<file path="src/sv/ffpa_pkg.sv">
// Shared types, constants and controller/datapath command and status structs.
package ffpa_pkg;

    localparam int MAX_POOL_BYTES_DEF = 16384;
    localparam int HEADER_BYTES_DEF   = 16;
    localparam int GRANULE_BYTES_DEF  = 8;

    localparam int SIZE_W  = 15;
    localparam int CNT_W   = 11;
    localparam int OFF_W   = 15;
    localparam int STAT_W  = 2;
    localparam int S_DATA_W = 32;
    localparam int M_DATA_W = 48;

    localparam logic [SIZE_W-1:0] POOL_RESET = SIZE_W'(16384);

    localparam logic [STAT_W-1:0] ST_OK      = 2'd0;
    localparam logic [STAT_W-1:0] ST_NOSPACE = 2'd1;
    localparam logic [STAT_W-1:0] ST_UNKNOWN = 2'd2;

    localparam logic HDR_FREE = 1'b0;
    localparam logic HDR_USED = 1'b1;

    typedef enum logic [2:0] {
        RD_NONE, RD_ZERO, RD_LINK, RD_PREV, RD_NEXT
    } t_rd_sel;

    typedef enum logic [3:0] {
        WR_NONE, WR_INIT, WR_SPLIT_NEW, WR_SPLIT_CUR, WR_FIX_PREV_NB,
        WR_FIX_PREV_CUR, WR_SET_USED, WR_CLR_USED, WR_MERGE_BACK, WR_MERGE_FWD
    } t_wr_op;

    typedef enum logic [1:0] {
        CNT_NONE, CNT_CLR, CNT_ALLOC, CNT_FREE
    } t_cnt_op;

    typedef struct packed {
        logic              in_load;
        logic              cfg_load;
        t_rd_sel           rd_sel;
        logic              latch_cur;
        t_wr_op            wr_op;
        t_cnt_op           cnt_op;
        logic              fin;
        logic [STAT_W-1:0] fin_status;
        logic              fin_grant;
        logic              out_load;
    } t_cmd;

    typedef struct packed {
        logic act_free;
        logic in_null;
        logic in_bad;
        logic fit;
        logic link_zero;
        logic hit;
        logic split;
        logic cur_used;
        logic cur_zero;
        logic cnext_zero;
        logic m_used;
        logic out_free;
    } t_sts;

endpackage

</file>
<file path="src/sv/ffpa_ctrl.sv">
// Sequencer for allocate and free operations over the header chain.
module ffpa_ctrl (
    input  logic          i_clk,
    input  logic          i_rst_n,
    input  logic          i_in_valid,
    output logic          o_in_ready,
    input  logic          i_cfg_valid,
    output logic          o_cfg_ready,
    input  ffpa_pkg::t_sts i_sts,
    output ffpa_pkg::t_cmd o_cmd
);

    typedef enum logic [3:0] {
        S_INIT, S_IDLE, S_DECODE, S_A_WALK, S_A_SPLIT_CHK, S_A_SPLIT_CUR,
        S_A_FIX, S_A_FIN, S_F_WALK, S_F_HIT, S_F_BACK_CHK, S_F_BACK_FIX,
        S_F_FWD, S_F_FWD_CHK, S_F_FWD_FIX, S_DONE
    } t_state;

    t_state r_state, n_state;

    always_ff @(posedge i_clk) begin
        if (!i_rst_n) begin
            r_state <= S_INIT;
        end else begin
            r_state <= n_state;
        end
    end

    assign o_cfg_ready = (r_state == S_IDLE);
    assign o_in_ready  = (r_state == S_IDLE) && !i_cfg_valid;

    always_comb begin
        o_cmd            = '0;
        o_cmd.rd_sel     = ffpa_pkg::RD_NONE;
        o_cmd.wr_op      = ffpa_pkg::WR_NONE;
        o_cmd.cnt_op     = ffpa_pkg::CNT_NONE;
        o_cmd.fin_status = ffpa_pkg::ST_OK;
        n_state          = r_state;
        case (r_state)
            S_INIT: begin
                o_cmd.wr_op  = ffpa_pkg::WR_INIT;
                o_cmd.cnt_op = ffpa_pkg::CNT_CLR;
                n_state      = S_IDLE;
            end
            S_IDLE: begin
                if (i_cfg_valid) begin
                    o_cmd.cfg_load = 1'b1;
                    n_state        = S_INIT;
                end else if (i_in_valid) begin
                    o_cmd.in_load = 1'b1;
                    n_state       = S_DECODE;
                end
            end
            S_DECODE: begin
                if (!i_sts.act_free) begin
                    o_cmd.rd_sel = ffpa_pkg::RD_ZERO;
                    n_state      = S_A_WALK;
                end else if (i_sts.in_null) begin
                    o_cmd.fin = 1'b1;
                    n_state   = S_DONE;
                end else if (i_sts.in_bad) begin
                    o_cmd.fin        = 1'b1;
                    o_cmd.fin_status = ffpa_pkg::ST_UNKNOWN;
                    n_state          = S_DONE;
                end else begin
                    o_cmd.rd_sel = ffpa_pkg::RD_ZERO;
                    n_state      = S_F_WALK;
                end
            end
            S_A_WALK: begin
                if (i_sts.fit) begin
                    o_cmd.latch_cur = 1'b1;
                    n_state         = S_A_SPLIT_CHK;
                end else if (i_sts.link_zero) begin
                    o_cmd.fin        = 1'b1;
                    o_cmd.fin_status = ffpa_pkg::ST_NOSPACE;
                    n_state          = S_DONE;
                end else begin
                    o_cmd.rd_sel = ffpa_pkg::RD_LINK;
                end
            end
            S_A_SPLIT_CHK: begin
                if (i_sts.split) begin
                    o_cmd.wr_op = ffpa_pkg::WR_SPLIT_NEW;
                    n_state     = S_A_SPLIT_CUR;
                end else begin
                    o_cmd.wr_op = ffpa_pkg::WR_SET_USED;
                    n_state     = S_A_FIN;
                end
            end
            S_A_SPLIT_CUR: begin
                o_cmd.wr_op = ffpa_pkg::WR_SPLIT_CUR;
                n_state     = i_sts.cnext_zero ? S_A_FIN : S_A_FIX;
            end
            S_A_FIX: begin
                o_cmd.wr_op = ffpa_pkg::WR_FIX_PREV_NB;
                n_state     = S_A_FIN;
            end
            S_A_FIN: begin
                o_cmd.cnt_op    = ffpa_pkg::CNT_ALLOC;
                o_cmd.fin       = 1'b1;
                o_cmd.fin_grant = 1'b1;
                n_state         = S_DONE;
            end
            S_F_WALK: begin
                if (i_sts.hit) begin
                    o_cmd.latch_cur = 1'b1;
                    n_state         = S_F_HIT;
                end else if (i_sts.link_zero) begin
                    o_cmd.fin        = 1'b1;
                    o_cmd.fin_status = ffpa_pkg::ST_UNKNOWN;
                    n_state          = S_DONE;
                end else begin
                    o_cmd.rd_sel = ffpa_pkg::RD_LINK;
                end
            end
            S_F_HIT: begin
                if (!i_sts.cur_used) begin
                    o_cmd.fin = 1'b1;
                    n_state   = S_DONE;
                end else begin
                    o_cmd.wr_op  = ffpa_pkg::WR_CLR_USED;
                    o_cmd.cnt_op = ffpa_pkg::CNT_FREE;
                    if (!i_sts.cur_zero) begin
                        o_cmd.rd_sel = ffpa_pkg::RD_PREV;
                        n_state      = S_F_BACK_CHK;
                    end else begin
                        n_state = S_F_FWD;
                    end
                end
            end
            S_F_BACK_CHK: begin
                if (!i_sts.m_used) begin
                    o_cmd.wr_op = ffpa_pkg::WR_MERGE_BACK;
                    n_state     = S_F_BACK_FIX;
                end else begin
                    n_state = S_F_FWD;
                end
            end
            S_F_BACK_FIX: begin
                if (!i_sts.cnext_zero) begin
                    o_cmd.wr_op = ffpa_pkg::WR_FIX_PREV_CUR;
                end
                n_state = S_F_FWD;
            end
            S_F_FWD: begin
                if (!i_sts.cnext_zero) begin
                    o_cmd.rd_sel = ffpa_pkg::RD_NEXT;
                    n_state      = S_F_FWD_CHK;
                end else begin
                    o_cmd.fin = 1'b1;
                    n_state   = S_DONE;
                end
            end
            S_F_FWD_CHK: begin
                if (!i_sts.m_used) begin
                    o_cmd.wr_op = ffpa_pkg::WR_MERGE_FWD;
                    n_state     = S_F_FWD_FIX;
                end else begin
                    o_cmd.fin = 1'b1;
                    n_state   = S_DONE;
                end
            end
            S_F_FWD_FIX: begin
                if (!i_sts.cnext_zero) begin
                    o_cmd.wr_op = ffpa_pkg::WR_FIX_PREV_CUR;
                end
                o_cmd.fin = 1'b1;
                n_state   = S_DONE;
            end
            S_DONE: begin
                if (i_sts.out_free) begin
                    o_cmd.out_load = 1'b1;
                    n_state        = S_IDLE;
                end
            end
            default: begin
                n_state = S_INIT;
            end
        endcase
    end

    a_in_to_decode: assert property (@(posedge i_clk) disable iff (!i_rst_n)
        (i_in_valid && o_in_ready) |=> (r_state == S_DECODE))
        else $error("accepted item did not enter decode");

    a_cfg_to_init: assert property (@(posedge i_clk) disable iff (!i_rst_n)
        (i_cfg_valid && o_cfg_ready) |=> (r_state == S_INIT))
        else $error("config write did not re-initialize pool");

    a_no_dual_accept: assert property (@(posedge i_clk) disable iff (!i_rst_n)
        !(i_cfg_valid && o_cfg_ready && i_in_valid && o_in_ready))
        else $error("config write and item accepted together");

    a_walk_step: assert property (@(posedge i_clk) disable iff (!i_rst_n)
        (r_state == S_A_WALK && !i_sts.fit && !i_sts.link_zero)
        |=> (r_state == S_A_WALK))
        else $error("allocate walk left early");

    a_out_load_free: assert property (@(posedge i_clk) disable iff (!i_rst_n)
        o_cmd.out_load |-> i_sts.out_free)
        else $error("result loaded over a pending result");

endmodule

</file>
<file path="config.mk">
export PLATFORM = sky130hd
export DESIGN_NAME = ffpa_ctrl
export DESIGN_NICKNAME = d
export VERILOG_FILES = /design/src/sv/ffpa_pkg.sv /design/src/sv/ffpa_ctrl.sv
export SDC_FILE = /design/constraint.sdc
export NUM_CORES = 1
export LEC_CHECK = 0
export BUFFER_PORTS_ARGS = -buffer_cell sky130_fd_sc_hd__buf_2
export CELL_PAD_IN_SITES_DETAIL_PLACEMENT = 2
export CELL_PAD_IN_SITES_GLOBAL_PLACEMENT = 2
export CORE_ASPECT_RATIO = 0.8
export CORE_MARGIN = 5
export CORE_UTILIZATION = 24
export DETAILED_ROUTE_END_ITERATION = 10
export PLACE_DENSITY = 0.8
export SLEW_MARGIN = 20
export SYNTH_ARGS = -nofsm -noshare
export SYNTH_HDL_FRONTEND = slang
export SYNTH_SLANG_ARGS = --single-unit
</file>
<file path="constraint.sdc">
create_clock -name i_clk -period 1.6 [get_ports i_clk]
set_input_delay 0.16 -clock i_clk [delete_from_list [all_inputs] [get_ports i_clk]]
set_output_delay 0.16 -clock i_clk [all_outputs]
set_load 0.01 [all_outputs]
</file>
==> flow_metrics.env <==
export IMPL_detail_route_vias_per_cell=6.045
export IMPL_final_core_utilization_pct=49.87
export IMPL_drt_first_pass_iters=4
export IMPL_io_pin_count=35
export IMPL_grt_remaining_overflow=0
export IMPL_cts_htree_levels=1
export IMPL_die_width_um=76.18
export IMPL_failing_checks="setup timing"
export IMPL_n_antenna_cell=0
export IMPL_syn_instance_count=128
export IMPL_drt_iter0_drc=94
export IMPL_fp_row_count=19
export IMPL_post_synth_edffs=0
export IMPL_synth_area_top_cells="sky130_fd_sc_hd__dfxtp_1 9.5%, sky130_fd_sc_hd__nor2_1 7.1%, sky130_fd_sc_hd__nor3_1 6.0%"
export IMPL_worstSetupStartpointType="flip-flop"
export IMPL_final_cells=242
export IMPL_clock_sinks=4
export IMPL_hold_violations=0
export IMPL_register_bank_with_the_most_flops="r_state"
export IMPL_finalSetupViolCount=15
export IMPL_insertion_delay_ns=0.23
export IMPL_worst_min_delay_path_class="primary input to flip-flop"
export IMPL_yosysSeqAreaShare_pct=9.524
export IMPL_synth_cell_types=46
export IMPL_die_height_um=62.94
export IMPL_synth_async_sr_flop_share_pct=0
export IMPL_gp_routability_congestion=0.8660
export IMPL_peak_supply_drop_uv=654.0
export IMPL_drcViolationCount=0
export IMPL_max_ffs_per_register=4
export IMPL_final_setup_skew_ns=0.006143
export IMPL_grt_setup_unrepaired="yes"
export IMPL_final_max_slew_violation_count=0
export IMPL_cts_root_buffer="sky130_fd_sc_hd__clkbuf_8"
export IMPL_synthDominantAreaCellType="sky130_fd_sc_hd__dfxtp_1"
export IMPL_dpl_hpwl_um=3734
export IMPL_timing_slew_headroom_pct=74.51
export IMPL_fraction_of_layout_instances_using_a_drive_strength_above_1_pct=64.00
export IMPL_timing_final_ws_setup_ns=-0.2638
export IMPL_grt_pass1_wl_um=9246
export IMPL_antenna_violating_nets_post_route=0
export IMPL_placeableCoreArea_um2=3400
export IMPL_grt_busiest_layer="met2"
export IMPL_number_of_antenna_violations_at_the_first_check_in_global_routing=0
export IMPL_status="complete, but fails checks"
export IMPL_dominantRegCellSynth="sky130_fd_sc_hd__dfxtp_1"
export IMPL_static_leakage_power_uw=0.0007400
export IMPL_layout_commonest_cell="sky130_fd_sc_hd__buf_4"
export IMPL_ctsLongestPathBuffers=2
export IMPL_tritoncts_num_buffers=3
export IMPL_share_of_the_synthesized_area_in_the_top_cell_type_pct=9.524
export IMPL_final_min_period_over_clock_period_pct=116.5
export IMPL_placed_cells_incl_taps=225
export IMPL_finalInstanceArea_um2=1695
export IMPL_final_cell_mix="34 x sky130_fd_sc_hd__buf_4, 33 x sky130_fd_sc_hd__buf_2, 9 x sky130_fd_sc_hd__nor2_1, 7 x sky130_fd_sc_hd__buf_6"
export IMPL_start_util_pct=24.73
export IMPL_groute_layer_met1_usage_pct=29.53
export IMPL_path_clk_slew_ns=0.04
export IMPL_syn_to_final_growth_pct=101.6
export IMPL_finalNetCount=218
export IMPL_reg_top3="r_state x4"
export IMPL_fmax_mhz=536.5
export IMPL_count_of_buffers_inserted_at_the_top_level_ports=34
export IMPL_critical_path_class="flip-flop to flip-flop"
export IMPL_tritoncts="yes"
export IMPL_globalRouteTotalUtil_pct=24.50
export IMPL_placed_area_um2=1246
export IMPL_synth_area_um2=840.8
export IMPL_route_vias_total=1463
export IMPL_post_drt_wl_per_cell_um=28.83
export IMPL_wl_um=6976
export IMPL_timing_critical_path_required_ns=1.66
export IMPL_max_cap_viol_count=0
export IMPL_area_used_by_multi_input_combinational_logic_um2=859.6
export IMPL_synth_warning_count=0
export IMPL_grt_max_degree=13
export IMPL_worstMarginPinSlew_ns=0.3824
export IMPL_timing_critical_path_to_type="flip-flop"
export IMPL_ys_seq_elements=4
export IMPL_final_fill_count=387
export IMPL_power_density_nw_per_um2=1868
export IMPL_crit_fanout=8
export IMPL_gr_usage_met3_pct=4.179
export IMPL_synth_area_per_cell_um2=6.569
export IMPL_layout_area_seq_um2=95.09
export IMPL_timing_critical_path_arrival_ns=1.93
export IMPL_timing_final_crit_period_ns=1.864
export IMPL_syn_nets=144
export IMPL_via_count_of_the_first_global_routing_pass=1615
export IMPL_use_met2_pct=42.84
export IMPL_die_area_um2=4794
export IMPL_totalPowerFinal_uw=3167
[stage by stage]
stage | hold WS [ns] | setup slack, ns | TNS, ns
after floorplan | 0.2776 | 0.04536 | 0
after global placement | 0.3892 | 0.04195 | 0
after detailed placement | 0.3929 | -0.04583 | -0.1113
after CTS | 0.1616 | -0.05347 | -0.2195
after global routing | 0.2037 | -0.3033 | -1.877
final | 0.1936 | -0.2638 | -1.159
[final cells by class]
class | count | area share (%)
Clock buffer | 3 | 2.435
Inverter | 8 | 1.919
Multi-Input combinational cell | 106 | 50.70
Sequential cell | 4 | 5.609
Tap cell | 42 | 3.100
Timing Repair Buffer | 79 | 36.24
[where the power goes]
part | internal [uW] | total (uW) | leakage [uW] | switching (uW)
registers | 162 | 254 | 0.0000355 | 92.2
clock network | 162 | 234 | 0.0000216 | 72.3
logic | 1270 | 2680 | 0.000683 | 1410
[cell usage after synthesis, drive strengths merged (3+ instances only)]
| library cell | count |
|---|---|
| or3 | 3 |
| a21oi | 5 |
| a31oi | 4 |
| inv | 8 |
| nand2 | 8 |
| nor2 | 16 |
| buf | 9 |
| o21ai | 11 |
| nand2b | 5 |
| o22ai | 3 |
| and2 | 3 |
| dfxtp | 4 |
| nor4 | 3 |
| nor3 | 10 |
| a41oi | 3 |
[path summary, 6_finish.rpt]
kind         depth (start not counted)         end  startpoint  slack [ns]
max                                  7  r_state[2]  r_state[3]       -0.26
min                                  2  r_state[3]     i_rst_n        0.19
max reg2reg                          7  r_state[2]  r_state[3]       -0.26
min reg2reg                          3  r_state[1]  r_state[0]        0.74
[worst max-delay path, stage by stage (launching register included)]
cell and delay (ns):
sky130_fd_sc_hd__dfxtp_4 0.39, sky130_fd_sc_hd__buf_8 0.15, sky130_fd_sc_hd__buf_4 0.13, sky130_fd_sc_hd__a211oi_1 0.27, sky130_fd_sc_hd__buf_4 0.18, sky130_fd_sc_hd__a221oi_2 0.04
sky130_fd_sc_hd__o21ai_0 0.29, sky130_fd_sc_hd__a41oi_1 0.23
[timing repair]
item | CTS | global route
resized for setup | 36 | 33
setup buffers | 7 | 6
setup endpoints to repair | 19 | 18
hold buffers | 0 | 0
pin swaps | 14 | 14
cloned | 2 | 0
[logic make-up after synthesis]
logic type                count (synthesis)  share of synthesized area, %
and+or+nand+nor                          62                         41.97
AOI/OAI and AO/OA                        42                         35.42
buffers and inverters                    18                         11.01
DFF                                       4                         9.524
xor gates and xnor gates                  2                         2.084
[metal layers]
layer | part of all wire (%) | wire, um
met1 | 43 | 2984
met2 | 48 | 3379
met3 | 6.2 | 434
met4 | 2.6 | 178
met5 | 0 | 0
No activity file was read; power rests on OpenSTA's default activity.
